**src/rtl/pts_pkg.sv**
```systemverilog
// Shared types, constants and helpers for the permutation test statistics block.
package pts_pkg;

	localparam int ENTRIES  = 1024;
	localparam int IDX_W    = $clog2(ENTRIES);
	localparam int Q_DEPTH  = 4;
	localparam int Q_PTR_W  = $clog2(Q_DEPTH);
	localparam int Q_CNT_W  = $clog2(Q_DEPTH + 1);
	localparam logic [16:0] PV_MAX   = 17'd65536;
	localparam logic [43:0] VAR_MAX  = {44{1'b1}};

	typedef enum logic [1:0] {
		OP_LOAD = 2'd0,
		OP_ACC  = 2'd1,
		OP_FIN  = 2'd2,
		OP_NONE = 2'd3
	} op_t;

	typedef struct packed {
		op_t               op;
		logic [IDX_W-1:0]  idx;
		logic [31:0]       coef;
	} item_t;

	typedef struct packed {
		logic [31:0] obs;
		logic [15:0] cnt;
		logic [47:0] sum;
		logic [63:0] sq;
	} entry_t;

	typedef struct packed {
		logic [IDX_W-1:0] idx;
		logic [16:0]      pv;
		logic [31:0]      se;
		logic [31:0]      z;
	} result_t;

	typedef struct packed {
		logic  valid;
		item_t item;
	} qhead_t;

	function automatic logic [31:0] mag32(input logic [31:0] v);
		mag32 = v[31] ? (32'd0 - v) : v;
	endfunction

	function automatic logic [47:0] mag48(input logic [47:0] v);
		mag48 = v[47] ? (48'd0 - v) : v;
	endfunction

endpackage

```
**src/rtl/pts_if.sv**
```systemverilog
// Valid/ready channel interfaces for item beats and result beats.
interface pts_in_if;
	logic                      valid;
	logic                      ready;
	logic [1:0]                opcode;
	logic [pts_pkg::IDX_W-1:0] entry_index;
	logic [31:0]               coef_value;

	modport source (output valid, output opcode, output entry_index, output coef_value,
		input ready);
	modport sink (input valid, input opcode, input entry_index, input coef_value,
		output ready);
endinterface


```
**src/rtl/pts_front.sv**
```systemverilog
// Front end: accepts item beats, drops unused opcodes, queues the rest.
module pts_front (
	input  logic           clk,
	input  logic           arst_n,
	pts_in_if.sink         item_in,
	output pts_pkg::qhead_t head,
	input  logic           pop
);

	pts_pkg::item_t fifo_q [pts_pkg::Q_DEPTH];
	logic [pts_pkg::Q_PTR_W-1:0] wp_q, rp_q;
	logic [pts_pkg::Q_CNT_W-1:0] count_q;
	logic push, do_pop;

	assign item_in.ready = count_q != pts_pkg::Q_CNT_W'(pts_pkg::Q_DEPTH);
	assign push = item_in.valid && item_in.ready &&
		(pts_pkg::op_t'(item_in.opcode) != pts_pkg::OP_NONE);
	assign do_pop = pop && (count_q != '0);
	assign head.valid = count_q != '0;
	assign head.item = fifo_q[rp_q];

	always_ff @(posedge clk) begin
		if (push) begin
			fifo_q[wp_q] <= '{op: pts_pkg::op_t'(item_in.opcode),
				idx: item_in.entry_index, coef: item_in.coef_value};
		end
	end

	always_ff @(posedge clk or negedge arst_n) begin
		if (!arst_n) begin
			wp_q    <= '0;
			rp_q    <= '0;
			count_q <= '0;
		end else begin
			if (push) wp_q <= wp_q + 1'b1;
			if (do_pop) rp_q <= rp_q + 1'b1;
			if (push && !do_pop) count_q <= count_q + 1'b1;
			else if (!push && do_pop) count_q <= count_q - 1'b1;
		end
	end

endmodule

```
**src/flat_wrapper.sv**
```systemverilog
// flat-port wrapper written by rule: the top's interface ports become plain ports
module pts_front_flat 
  (clk, arst_n, head, pop, item_in_valid, item_in_opcode, item_in_entry_index, item_in_coef_value, item_in_ready);
  pts_in_if item_in_i ();
  input  logic clk;
  input  logic arst_n;
  output pts_pkg::qhead_t head;
  input  logic pop;
  input wire logic [$bits(item_in_i.valid)-1:0] item_in_valid;
  input wire logic [$bits(item_in_i.opcode)-1:0] item_in_opcode;
  input wire logic [$bits(item_in_i.entry_index)-1:0] item_in_entry_index;
  input wire logic [$bits(item_in_i.coef_value)-1:0] item_in_coef_value;
  output wire logic [$bits(item_in_i.ready)-1:0] item_in_ready;
  assign item_in_i.valid = item_in_valid;
  assign item_in_i.opcode = item_in_opcode;
  assign item_in_i.entry_index = item_in_entry_index;
  assign item_in_i.coef_value = item_in_coef_value;
  assign item_in_ready = item_in_i.ready;
  pts_front u_core (.clk(clk), .arst_n(arst_n), .item_in(item_in_i), .head(head), .pop(pop));
endmodule
```
**config.mk**
```make
export PLATFORM = sky130hd
export DESIGN_NAME = pts_front_flat
export DESIGN_NICKNAME = d
export VERILOG_FILES = /design/src/rtl/pts_pkg.sv /design/src/rtl/pts_if.sv /design/src/rtl/pts_front.sv /design/src/flat_wrapper.sv
export SDC_FILE = /design/constraint.sdc
export NUM_CORES = 1
export LEC_CHECK = 0
export BUFFER_PORTS_ARGS = -buffer_cell sky130_fd_sc_hd__buf_2
export CORE_AREA = 2 2 98 148
export CTS_CLUSTER_SIZE = 16
export DETAILED_ROUTE_END_ITERATION = 10
export DIE_AREA = 0 0 100 150
export PLACE_DENSITY = 0.66
export SYNTH_ARGS = -nofsm -noshare
export SYNTH_HDL_FRONTEND = slang
export SYNTH_SLANG_ARGS = --single-unit
```
**constraint.sdc**
```tcl
create_clock -name clk -period 2.9 [get_ports clk]
set_input_delay 0.145 -clock clk [delete_from_list [all_inputs] [get_ports clk]]
set_output_delay 0.145 -clock clk [all_outputs]
set_load 0.02 [all_outputs]
```
==> impl_metrics.csv, run 1 <==
group,metric,value,unit
sta,max_freq,428.1,MHz
detailed_routing,wl,11.39,mm
sta,grt_setup_unrepaired,"false",
clock_network,clkLatencyLatePin,0.42,ns
clock_network,clock_path_buffers,2,
sta,hold_viol,0,
global_route,grt_max_degree,45,
setup_path,worstPathRequired,2.76,ns
setup_path,worstSetupPathType,"flop to primary output",
final_layout,syn_to_final_growth,25.76,%
logic_synthesis,netlist.top_cell.by_area,"edfxtp_1",
logic_synthesis,synth.distinct_cells,21,
floorplanning,fp.coreArea,13790,um2
sta,post-route-period-util,80.54,%
sta,fin_skew,0.009061,ns
setup_path,cp.arrival,2.19,ns
sta,relSlewSlack,65.35,%
logic_synthesis,synth_top_area_share,78.24,%
placed_design,io_buffers,93,
final_layout,antennaDiodeCount,0,
clock_network,cts_root_buf,"clkbuf_16",
clock_network,cts_setup_buffers,0,
power_and_ir_drop,p_int,5.640,mW
floorplanning,ios,94,
setup_path,critPathLaunchType,"flop",
sta,maxSlewViolCount,0,
detailed_routing,ant_nets,0,
floorplanning,die_w,100,um
job,drv_cap,0,
floorplanning,initial_core_util,48.97,%
setup_path,crit_chain,"buf_4 -> mux4_2 -> buf_2",
logic_synthesis,synth_nets,320,
setup_path,crit_family,"flip-flops",
power_and_ir_drop,power_switching_share,31.68,%
detailed_routing,firstDrtPassIters,4,
logic_synthesis,ys_ff_latch,183,
setup_path,crit_buf_inv,2,
clock_network,numCtsBuffers,17,
setup_path,slowest_stage,"dfrtp_4",
global_route,grt_pass1_vias,3381,
power_and_ir_drop,leakage,2.965,nW
sta,setup_viol,0,
setup_path,endpoint_kind,"primary output",
power_and_ir_drop,powerDensity,971.8,nW/um2
sta,tns,0,ns
logic_synthesis,synth_cells,266,
power_and_ir_drop,p_comb_share,30.0,%
clock_network,htreeDepth,4,
logic_synthesis,synthesis.area,6755,um2
final_layout,drive_gt1_share,42.99,%
clock_network,cts.reportedPaths.clkPinSlew,0.06,ns
placed_design,post-dp-hpwl,6.766,mm
global_route,antenna_found_initial,0,
final_layout,fin_cells,600,
sta,min_period,2.336,ns
final_layout,fill_cells,1005,
clock_network,cts.sinks,183,
final_layout,register_area,5465,um2
clock_network,ctsHoldBuffers,45,
placed_design,place_inst,523,
floorplanning,fp.dieArea,15000,um2
final_layout,multi_input_area,1221,um2
detailed_routing,wl_per_cell,18.99,um
outcome,outcome,"finished clean",
floorplanning,num_rows,53,
clock_network,cts_resized,0,
detailed_routing,avgViaCountPerCell,5.213,
power_and_ir_drop,pwr-share-clk,26.0,%
logic_synthesis,synth-seq-area-share,80.83,%
global_route,grt_pass1_wl,17.73,mm
final_layout,layout.nets,476,
detailed_routing,drc_errors,0,
setup_path,crit_path_max_incr_delay,0.73,ns
detailed_routing,vias,3128,
placed_design,gp_congestion,0.6810,
setup_path,crit_path_max_fanout,22,
global_route,gr-total-overflow,0,
detailed_routing,initialDrtViolationCount,122,
floorplanning,die_y,150,um
sta,tightestPinTransition,0.5197,ns
global_route,track_usage,16.26,%
power_and_ir_drop,seq_power_share,44.0,%
logic_synthesis,syn-mean-instance-area,25.40,um2
power_and_ir_drop,power.net_switching,2.616,mW
worst_hold_path,hold_path.class,"primary input to flop",
power_and_ir_drop,vdd_drop_max,485.6,uV
clock_network,cts_tree,"built",
logic_synthesis,yosysWarnings,0,
logic_synthesis,ys_top_cells_by_area,"edfxtp_1 78%, mux4_2 15%, dfrtp_1 2.6%, ha_1 0.93%, xnor2_1 0.52%",
## cell usage after synthesis
| master | number |
|---|---|
| edfxtp_1 | 176 |
| fa_1 | 1 |
| xor2_1 | 2 |
| or3_2 | 1 |
| buf_6 | 1 |
| clkbuf_1 | 3 |
| and3_1 | 1 |
| xnor2_1 | 4 |
| inv_1 | 3 |
| mux4_2 | 44 |
| nand3_1 | 1 |
| ha_1 | 5 |
| and2_2 | 4 |
| nand2_1 | 2 |
| mux2_4 | 1 |
| dfrtp_1 | 7 |
| buf_4 | 2 |
| nor2_1 | 1 |
| buf_2 | 5 |
| mux2_2 | 1 |
| or3b_1 | 1 |
## power by group through the flow
stage                     Combinational [mW]  Sequential (mW)  Clock [mW]
final                                   2.48             3.63        2.14
after detailed placement                2.48             3.71           0
after global routing                    2.66             3.69        2.29
after floorplan                         1.85             3.51           0
after global placement                  2.47             3.68           0
after CTS                               2.54             3.65        2.20
## cell usage in the layout, fill, tap and decap left out, types with 4 or more instances in the layout
cell and n:
clkbuf_16 17, mux4_2 44, edfxtp_1 176, ha_1 5
xnor2_1 4, and2_2 4, buf_4 7, buf_2 93
inv_6 4, dlygate4sd3_1 45, dfrtp_1 5
## path summary, 6_finish.rpt
path	from	end	slack, ns	cells past startpoint
max	u_core.rp_q[0]$_DFFE_PN0P_	head[25]	0.56	3
min	pop	u_core.rp_q[0]$_DFFE_PN0P_	0.03	3
max reg2reg	u_core.count_q[0]$_DFFE_PN0P_	u_core.count_q[1]$_DFFE_PN0P_	0.71	6
min reg2reg	u_core.count_q[2]$_DFFE_PN0P_	u_core.count_q[2]$_DFFE_PN0P_	0.48	1
max in group asynchronous	arst_n	u_core.rp_q[0]$_DFFE_PN0P_	2.62	2
min in group asynchronous	arst_n	u_core.count_q[0]$_DFFE_PN0P_	0.09	2
## tightest hold or removal path, stage by stage
cell and delay (ns):
buf_2 0.11, nand2_1 0.08, xnor2_1 0.07
## state kept, by name (all words and copies together) (netlist names)
register        cells
u_core.fifo_q     176
u_core.wp_q         2
u_core.count_q      3
u_core.rp_q         2
## kinds of logic (layout without fill, tap and decap cells)
group / Yosys count / count (layout) / synth area share (%)
multiplexers: 46 / 46 / 15.06
XOR/XNOR: 6 / 6 / 0.7779
flip-flops: 183 / 183 / 80.83
AND/OR/NAND/NOR: 11 / 11 / 1.019
buffers and inverters: 14 / 183 / 1.093
adder cells (fa/ha/maj): 6 / 6 / 1.222
## layout make-up
class | instances | share of cell area, %
clock buffers | 17 | 5.007
clock inverters | 15 | 1.620
inverters | 3 | 0.1325
multi-input cells | 69 | 14.37
flip-flops and latches | 183 | 64.33
well taps | 165 | 2.430
repair buffers | 148 | 12.11
## through the flow
| step | instance area (um2) | util [%] | total power [mW] | hold slack [ns] | worst slack (ns) |
|---|---|---|---|---|---|
| 2_1_floorplan | 6755 | - | 5.352 | -0.1506 | 0.6452 |
| 3_3_place_gp | 7482 | 54.25 | 6.147 | -0.01452 | 0.7614 |
| 3_5_place_dp | 7482 | 54.25 | 6.189 | -0.01145 | 0.7131 |
| 4_1_cts | 8496 | 61.59 | 8.390 | 0.01870 | 0.4824 |
| 5_1_grt | 8496 | 61.59 | 8.645 | 0.02134 | 0.4265 |
| 6_report | 8496 | 61.59 | 8.256 | 0.03486 | 0.5643 |
## per-layer routing
layer | vias up | routed length (um) | global-route usage [%]
met4 | 0 | 156 | 5.822
met2 | 64 | 6236 | 28.41
met5 | - | 0 | 0
met3 | 11 | 390 | 4.017
li1 | 1439 | - | -
met1 | 1614 | 4608 | 19.64
(Power assumes the default switching activity.)
==> run 2: changes to the inputs <==
--- a/config.mk
+++ b/config.mk
@@ -10,7 +10,7 @@
 export CTS_CLUSTER_SIZE = 16
 export DETAILED_ROUTE_END_ITERATION = 10
 export DIE_AREA = 0 0 100 150
-export PLACE_DENSITY = 0.66
+export PLACE_DENSITY = 0.69
 export SYNTH_ARGS = -nofsm -noshare
 export SYNTH_HDL_FRONTEND = slang
 export SYNTH_SLANG_ARGS = --single-unit
==> constraint.sdc (replaced) <==
create_clock -name clk -period 2.1 [get_ports clk]
set_input_delay 0.105 -clock clk [delete_from_list [all_inputs] [get_ports clk]]
set_output_delay 0.105 -clock clk [all_outputs]
set_load 0.02 [all_outputs]
==> run 2 against run 1 <==
- global-route usage grew 1.3 points
- non-clock buffer count grew 12
- worst hold slack gained 0.012 ns
- sequential power grew 34%
- register-to-register slack lost 0.63 ns
- critical endpoint is now u_core.count_q[1]$_DFFE_PN0P_
==> impl_metrics.csv, run 2 (same netlist as run 1, synthesis figures left out) <==
group,metric,value,unit
clock_network,cts_root_buf,"clkbuf_16",
global_route,track_usage,17.57,%
final_layout,antennaDiodeCount,0,
outcome,outcome,"finished clean",
power_and_ir_drop,vdd_drop_max,851.8,uV
sta,whs,0.04718,ns
clock_network,cts.sinks,183,
floorplanning,fp.coreArea,13790,um2
floorplanning,num_rows,53,
placed_design,pre_cts_ws,-0.06652,ns
sta,max_freq,495.4,MHz
global_route,antenna_found_initial,0,
sta,setup_viol,0,
clock_network,cts_tree,"built",
global_route,grt_pass1_vias,3559,
job,drv_cap,0,
placed_design,post-dp-hpwl,7.560,mm
sta,worst_slack,0.08130,ns
sta,relSlewSlack,74.76,%
sta,grt_setup_unrepaired,"false",
sta,tightestPinTransition,0.3786,ns
final_layout,fin_area,8603,um2
final_layout,final_cell_mix,"176 x edfxtp_1, 93 x buf_2, 46 x dlygate4sd3_1, 44 x mux4_2, 19 x buf_4",
global_route,gr-total-overflow,0,
setup_path,r2r-end,"u_core.count_q[1]$_DFFE_PN0P_",
final_layout,layout.nets,488,
setup_path,crit_chain,"or3b_4 -> and3_4 -> ha_4 -> inv_1 -> fa_1 -> mux2_2",
setup_path,critPathLaunchType,"flop",
floorplanning,ios,94,
global_route,grt_pass1_wl,19.29,mm
sta,hold_viol,0,
detailed_routing,initialDrtViolationCount,180,
final_layout,drive_gt1_share,45.41,%
setup_path,reg2regPathDepth,6,
sta,post-route-period-util,96.13,%
placed_design,gp_congestion,0.7292,
setup_path,cp.arrival,2.31,ns
floorplanning,fp.dieArea,15000,um2
clock_network,htreeDepth,4,
placed_design,place_inst,530,
detailed_routing,firstDrtPassIters,4,
floorplanning,die_w,100,um
power_and_ir_drop,powerDensity,1352,nW/um2
detailed_routing,vias,3263,
power_and_ir_drop,power,11.63,mW
setup_path,r2r-start,"u_core.count_q[0]$_DFFE_PN0P_",
detailed_routing,drc_errors,0,
final_layout,fin_cells,612,
setup_path,worstPathRequired,2.39,ns
placed_design,dpl-instance-area,7525,um2
final_layout,final_common_cell,"edfxtp_1",
placed_design,io_buffers,93,
sta,fin_skew,0.009912,ns
setup_path,crit_path_max_fanout,3,
setup_path,crit_path_max_incr_delay,0.41,ns
setup_path,slowest_stage,"fa_1",
final_layout,syn_to_final_growth,27.36,%
detailed_routing,wl,12.34,mm
worst_hold_path,hold_path.class,"primary input to asynchronous set/reset pin",
detailed_routing,ant_nets,0,
clock_network,cts.reportedPaths.clkPinSlew,0.07,ns
global_route,grt_max_degree,26,
clock_network,numCtsBuffers,17,
sta,min_period,2.019,ns
final_layout,largest_reg_flops,176,
setup_path,worstSetupPathType,"flop to flop",
clock_network,clkLatencyLatePin,0.42,ns
floorplanning,die_y,150,um
final_layout,regMostFlops,"u_core.fifo_q",
detailed_routing,avgViaCountPerCell,5.332,
final_layout,fill_cells,961,
setup_path,reg2reg_setup_slack,0.08,ns
floorplanning,initial_core_util,48.97,%
final_layout,top_regs,"u_core.fifo_q (176), u_core.count_q (3)",
setup_path,endpoint_kind,"flop",
sta,maxSlewViolCount,0,
clock_network,clock_path_buffers,2,
detailed_routing,wl_per_cell,20.16,um
power_and_ir_drop,leakage,3.031,nW
-- run 2: layout make-up --
class / count / area (um2) / share of cell area [%]
multi-input combinational: 69 / 1247 / 14.50
clock buffer: 17 / 425.4 / 4.945
clock inverter: 15 / 138.9 / 1.614
tap: 165 / 206.4 / 2.400
inverter: 3 / 11.26 / 0.1309
sequential: 183 / 5465 / 63.53
timing repair buffer: 160 / 1109 / 12.89
-- run 2: worst max-delay path by stage --
stage | start | end | depth (start not counted)
after floorplan | u_core.count_q[0]$_DFFE_PN0P_ | u_core.count_q[2]$_DFFE_PN0P_ | 8
after global placement | u_core.count_q[0]$_DFFE_PN0P_ | u_core.count_q[2]$_DFFE_PN0P_ | 8
after detailed placement | u_core.count_q[0]$_DFFE_PN0P_ | u_core.count_q[2]$_DFFE_PN0P_ | 8
after CTS | u_core.count_q[0]$_DFFE_PN0P_ | u_core.count_q[1]$_DFFE_PN0P_ | 6
after global routing | u_core.count_q[0]$_DFFE_PN0P_ | u_core.count_q[1]$_DFFE_PN0P_ | 6
final | u_core.count_q[0]$_DFFE_PN0P_ | u_core.count_q[1]$_DFFE_PN0P_ | 6
-- run 2: stage by stage --
stage / setup TNS, ns / utilization (%)
after global routing: 0 / 62.37
after detailed placement: -0.06652 / 54.55
after floorplan: -0.1712 / -
final: 0 / 62.37
after CTS: 0 / 62.21
after global placement: 0 / 54.55
-- run 2: timing repair --
item	in CTS	in global routing
setup endpoints to repair	28	2
endpoints found under the hold margin	184	0
hold buffers	46	0
pin swaps	0	3
resized for setup	3	2
setup buffers	3	1
-- run 2: where the power goes --
part	total (mW)	internal (mW)	switching, mW
clock	2.96	1.57	1.39
combinational	3.82	1.71	2.11
sequential	4.85	4.66	0.188
-- run 2: layer usage --
layer / global-route usage, % / wire length (um) / vias up
li1: - / - / 1462
met1: 21.33 / 4708 / 1702
met2: 31.49 / 6966 / 92
met3: 3.877 / 544 / 7
met4: 5.137 / 121 / 0
met5: 0 / 0 / -
-- run 2: critical path: cells and delay by family, from the launching register on --
family | cells | cell delay [ns]
adders and majority gates | 2 | 0.57
buffers and inverters | 1 | 0.06
DFF | 1 | 0.40
muxes | 1 | 0.27
and+or+nand+nor | 2 | 0.59
==> run 3: changes to the inputs <==
==> constraint.sdc (replaced) <==
create_clock -name clk -period 2.1 [get_ports clk]
set_input_delay 0.105 -clock clk [delete_from_list [all_inputs] [get_ports clk]]
set_output_delay 0.105 -clock clk [all_outputs]
set_load 0.005 [all_outputs]
==> run 3 against run 2 <==
- register-to-register slack is essentially flat
- global-route usage shrank 0.94 points
- first-iteration DRC count shrank 24%
- worst hold slack lost 0.0041 ns
- power shrank 3.7%
- sequential share of layout area shrank 0.18 points
- clock skew grew 0.0023 ns
- clock-buffer cell count is the same
- non-clock buffer count shrank 3
- critical path depth is the same
- setup slack lost 0.010 ns
- critical endpoint unchanged
- largest cell class unchanged
- highest routed layer unchanged
==> impl_metrics.csv, run 3 (same netlist as run 1, synthesis figures left out) <==
group,metric,value,unit
clock_network,clkLatencyLatePin,0.42,ns
final_layout,fin_cells,609,
floorplanning,fp.coreArea,13790,um2
global_route,grtUsageMet1,18.61,%
clock_network,clock_path_buffers,2,
floorplanning,ios,94,
final_layout,regMostFlops,"u_core.fifo_q",
setup_path,reg2regPathDepth,6,
sta,setup_viol,0,
detailed_routing,wl,11.80,mm
setup_path,critPathCapture,"u_core.count_q[1]$_DFFE_PN0P_",
sta,hold_viol,0,
detailed_routing,wl_per_cell,19.38,um
detailed_routing,ant_nets,0,
clock_network,cts.sinks,183,
clock_network,cts.reportedPaths.clkPinSlew,0.07,ns
sta,min_period,2.029,ns
power_and_ir_drop,vdd_drop_max,628.4,uV
setup_path,crit_path_max_fanout,3,
power_and_ir_drop,powerDensity,1298,nW/um2
clock_network,cts_tree,"built",
detailed_routing,avgViaCountPerCell,5.337,
sta,tightestPinTransition,0.3676,ns
placed_design,gp_congestion,0.7307,
sta,tns,0,ns
final_layout,syn_to_final_growth,27.71,%
power_and_ir_drop,leakage,3.033,nW
final_layout,layout.nets,485,
sta,post-route-period-util,96.62,%
global_route,antenna_found_initial,0,
setup_path,crit_start,"u_core.count_q[1]$_DFFE_PN0P_",
global_route,gr-total-overflow,0,
global_route,grt_pass1_wl,18.17,mm
setup_path,endpoint_kind,"flop",
setup_path,worstSetupPathType,"flop to flop",
outcome,outcome,"finished clean",
sta,fin_skew,0.01222,ns
sta,relSlewSlack,75.49,%
final_layout,antennaDiodeCount,0,
worst_hold_path,hold_path.class,"primary input to asynchronous set/reset pin",
clock_network,cts_root_buf,"clkbuf_16",
sta,max_freq,492.9,MHz
detailed_routing,initialDrtViolationCount,137,
setup_path,r2r-end,"u_core.count_q[1]$_DFFE_PN0P_",
final_layout,final_cell_mix,"176 x edfxtp_1, 93 x buf_2, 46 x dlygate4sd3_1, 44 x mux4_2, 17 x clkbuf_16",
detailed_routing,firstDrtPassIters,4,
global_route,grt_busiest_layer,"met2",
floorplanning,die_y,150,um
job,drv_cap,0,
placed_design,place_inst,528,
clock_network,htreeDepth,4,
final_layout,top_regs,"u_core.fifo_q (176), u_core.count_q (3)",
global_route,track_usage,16.62,%
sta,grt_setup_unrepaired,"false",
global_route,grtUsageMet2,30.78,%
placed_design,io_buffers,93,
global_route,met3_usage,3.270,%
sta,whs,0.04305,ns
detailed_routing,vias,3250,
sta,maxSlewViolCount,0,
global_route,grt_max_degree,46,
floorplanning,fp.dieArea,15000,um2
floorplanning,initial_core_util,48.97,%
setup_path,r2r-start,"u_core.count_q[1]$_DFFE_PN0P_",
floorplanning,die_w,100,um
placed_design,post-dp-hpwl,7.396,mm
final_layout,largest_reg_flops,176,
final_layout,drive_gt1_share,44.37,%
clock_network,numCtsBuffers,17,
final_layout,final_common_cell,"edfxtp_1",
floorplanning,num_rows,53,
setup_path,critPathLaunchType,"flop",
setup_path,cp.arrival,2.33,ns
setup_path,worstPathRequired,2.40,ns
global_route,grt_pass1_vias,3519,
setup_path,reg2reg_setup_slack,0.07,ns
detailed_routing,drc_errors,0,
run 3: changes by cell type in the layout (fill, tap and decap cells not counted), sizes merged:
cell	before	now
bufinv	0	3
clkinv	7	2
clkinvlp	2	4
buf	114	111
run 3: cell type report:
class                   count  area, um2
clock buffers              17      425.4
clock inverters            15      190.2
multi-input cells          69       1230
fillers                   981       5166
well taps                 165      206.4
repair buffers            157       1099
flip-flops and latches    183       5465
inverters                   3      11.26
run 3: metal layers:
layer	routed length [um]	vias to the layer above
li1	-	1459
met1	4563	1702
met2	6702	77
met3	388	12
met4	149	0
met5	0	-
run 3: through the flow:
stage / setup WS (ns) / cell area [um2] / power [mW] / util, %
after floorplan: 0.002836 / 6758 / 6.721 / -
after global placement: 0.03554 / 7522 / 7.937 / 54.54
after detailed placement: -0.03756 / 7522 / 8.007 / 54.54
after CTS: 0.07509 / 8627 / 11.37 / 62.55
after global routing: 0.01608 / 8627 / 11.71 / 62.55
final: 0.07102 / 8627 / 11.20 / 62.55
run 3: worst min-delay path by stage:
stage	cells after the start	slack, ns	start	endpoint
after floorplan	0	-0.19	arst_n	u_core.count_q[0]$_DFFE_PN0P_
after CTS	2	0.04	arst_n	u_core.count_q[2]$_DFFE_PN0P_
after detailed placement	1	-0.05	arst_n	u_core.count_q[2]$_DFFE_PN0P_
after global placement	1	-0.05	arst_n	u_core.rp_q[0]$_DFFE_PN0P_
after global routing	2	0.06	arst_n	u_core.count_q[0]$_DFFE_PN0P_
final	2	0.04	arst_n	u_core.wp_q[1]$_DFFE_PN0P_
run 3: timing repair:
action / CTS / global route
hold endpoints to repair: 184 / 0
setup endpoints to repair: 24 / 0
setup buffers: 3 / 0
hold buffers: 46 / 0
gates resized for setup: 2 / 0
run 3: power breakdown:
part | switching [mW] | internal [mW]
clock | 1.34 | 1.90
sequential | 0.199 | 4.67
combinational | 1.43 | 1.66
total | 2.97 | 8.23
run 3: worst max-delay path: stages (launching register included):
cell,delay [ns]
dfrtp_1,0.40
or3b_1,0.42
and3_1,0.18
ha_2,0.19
inv_1,0.07
fa_1,0.40
mux2_2,0.26
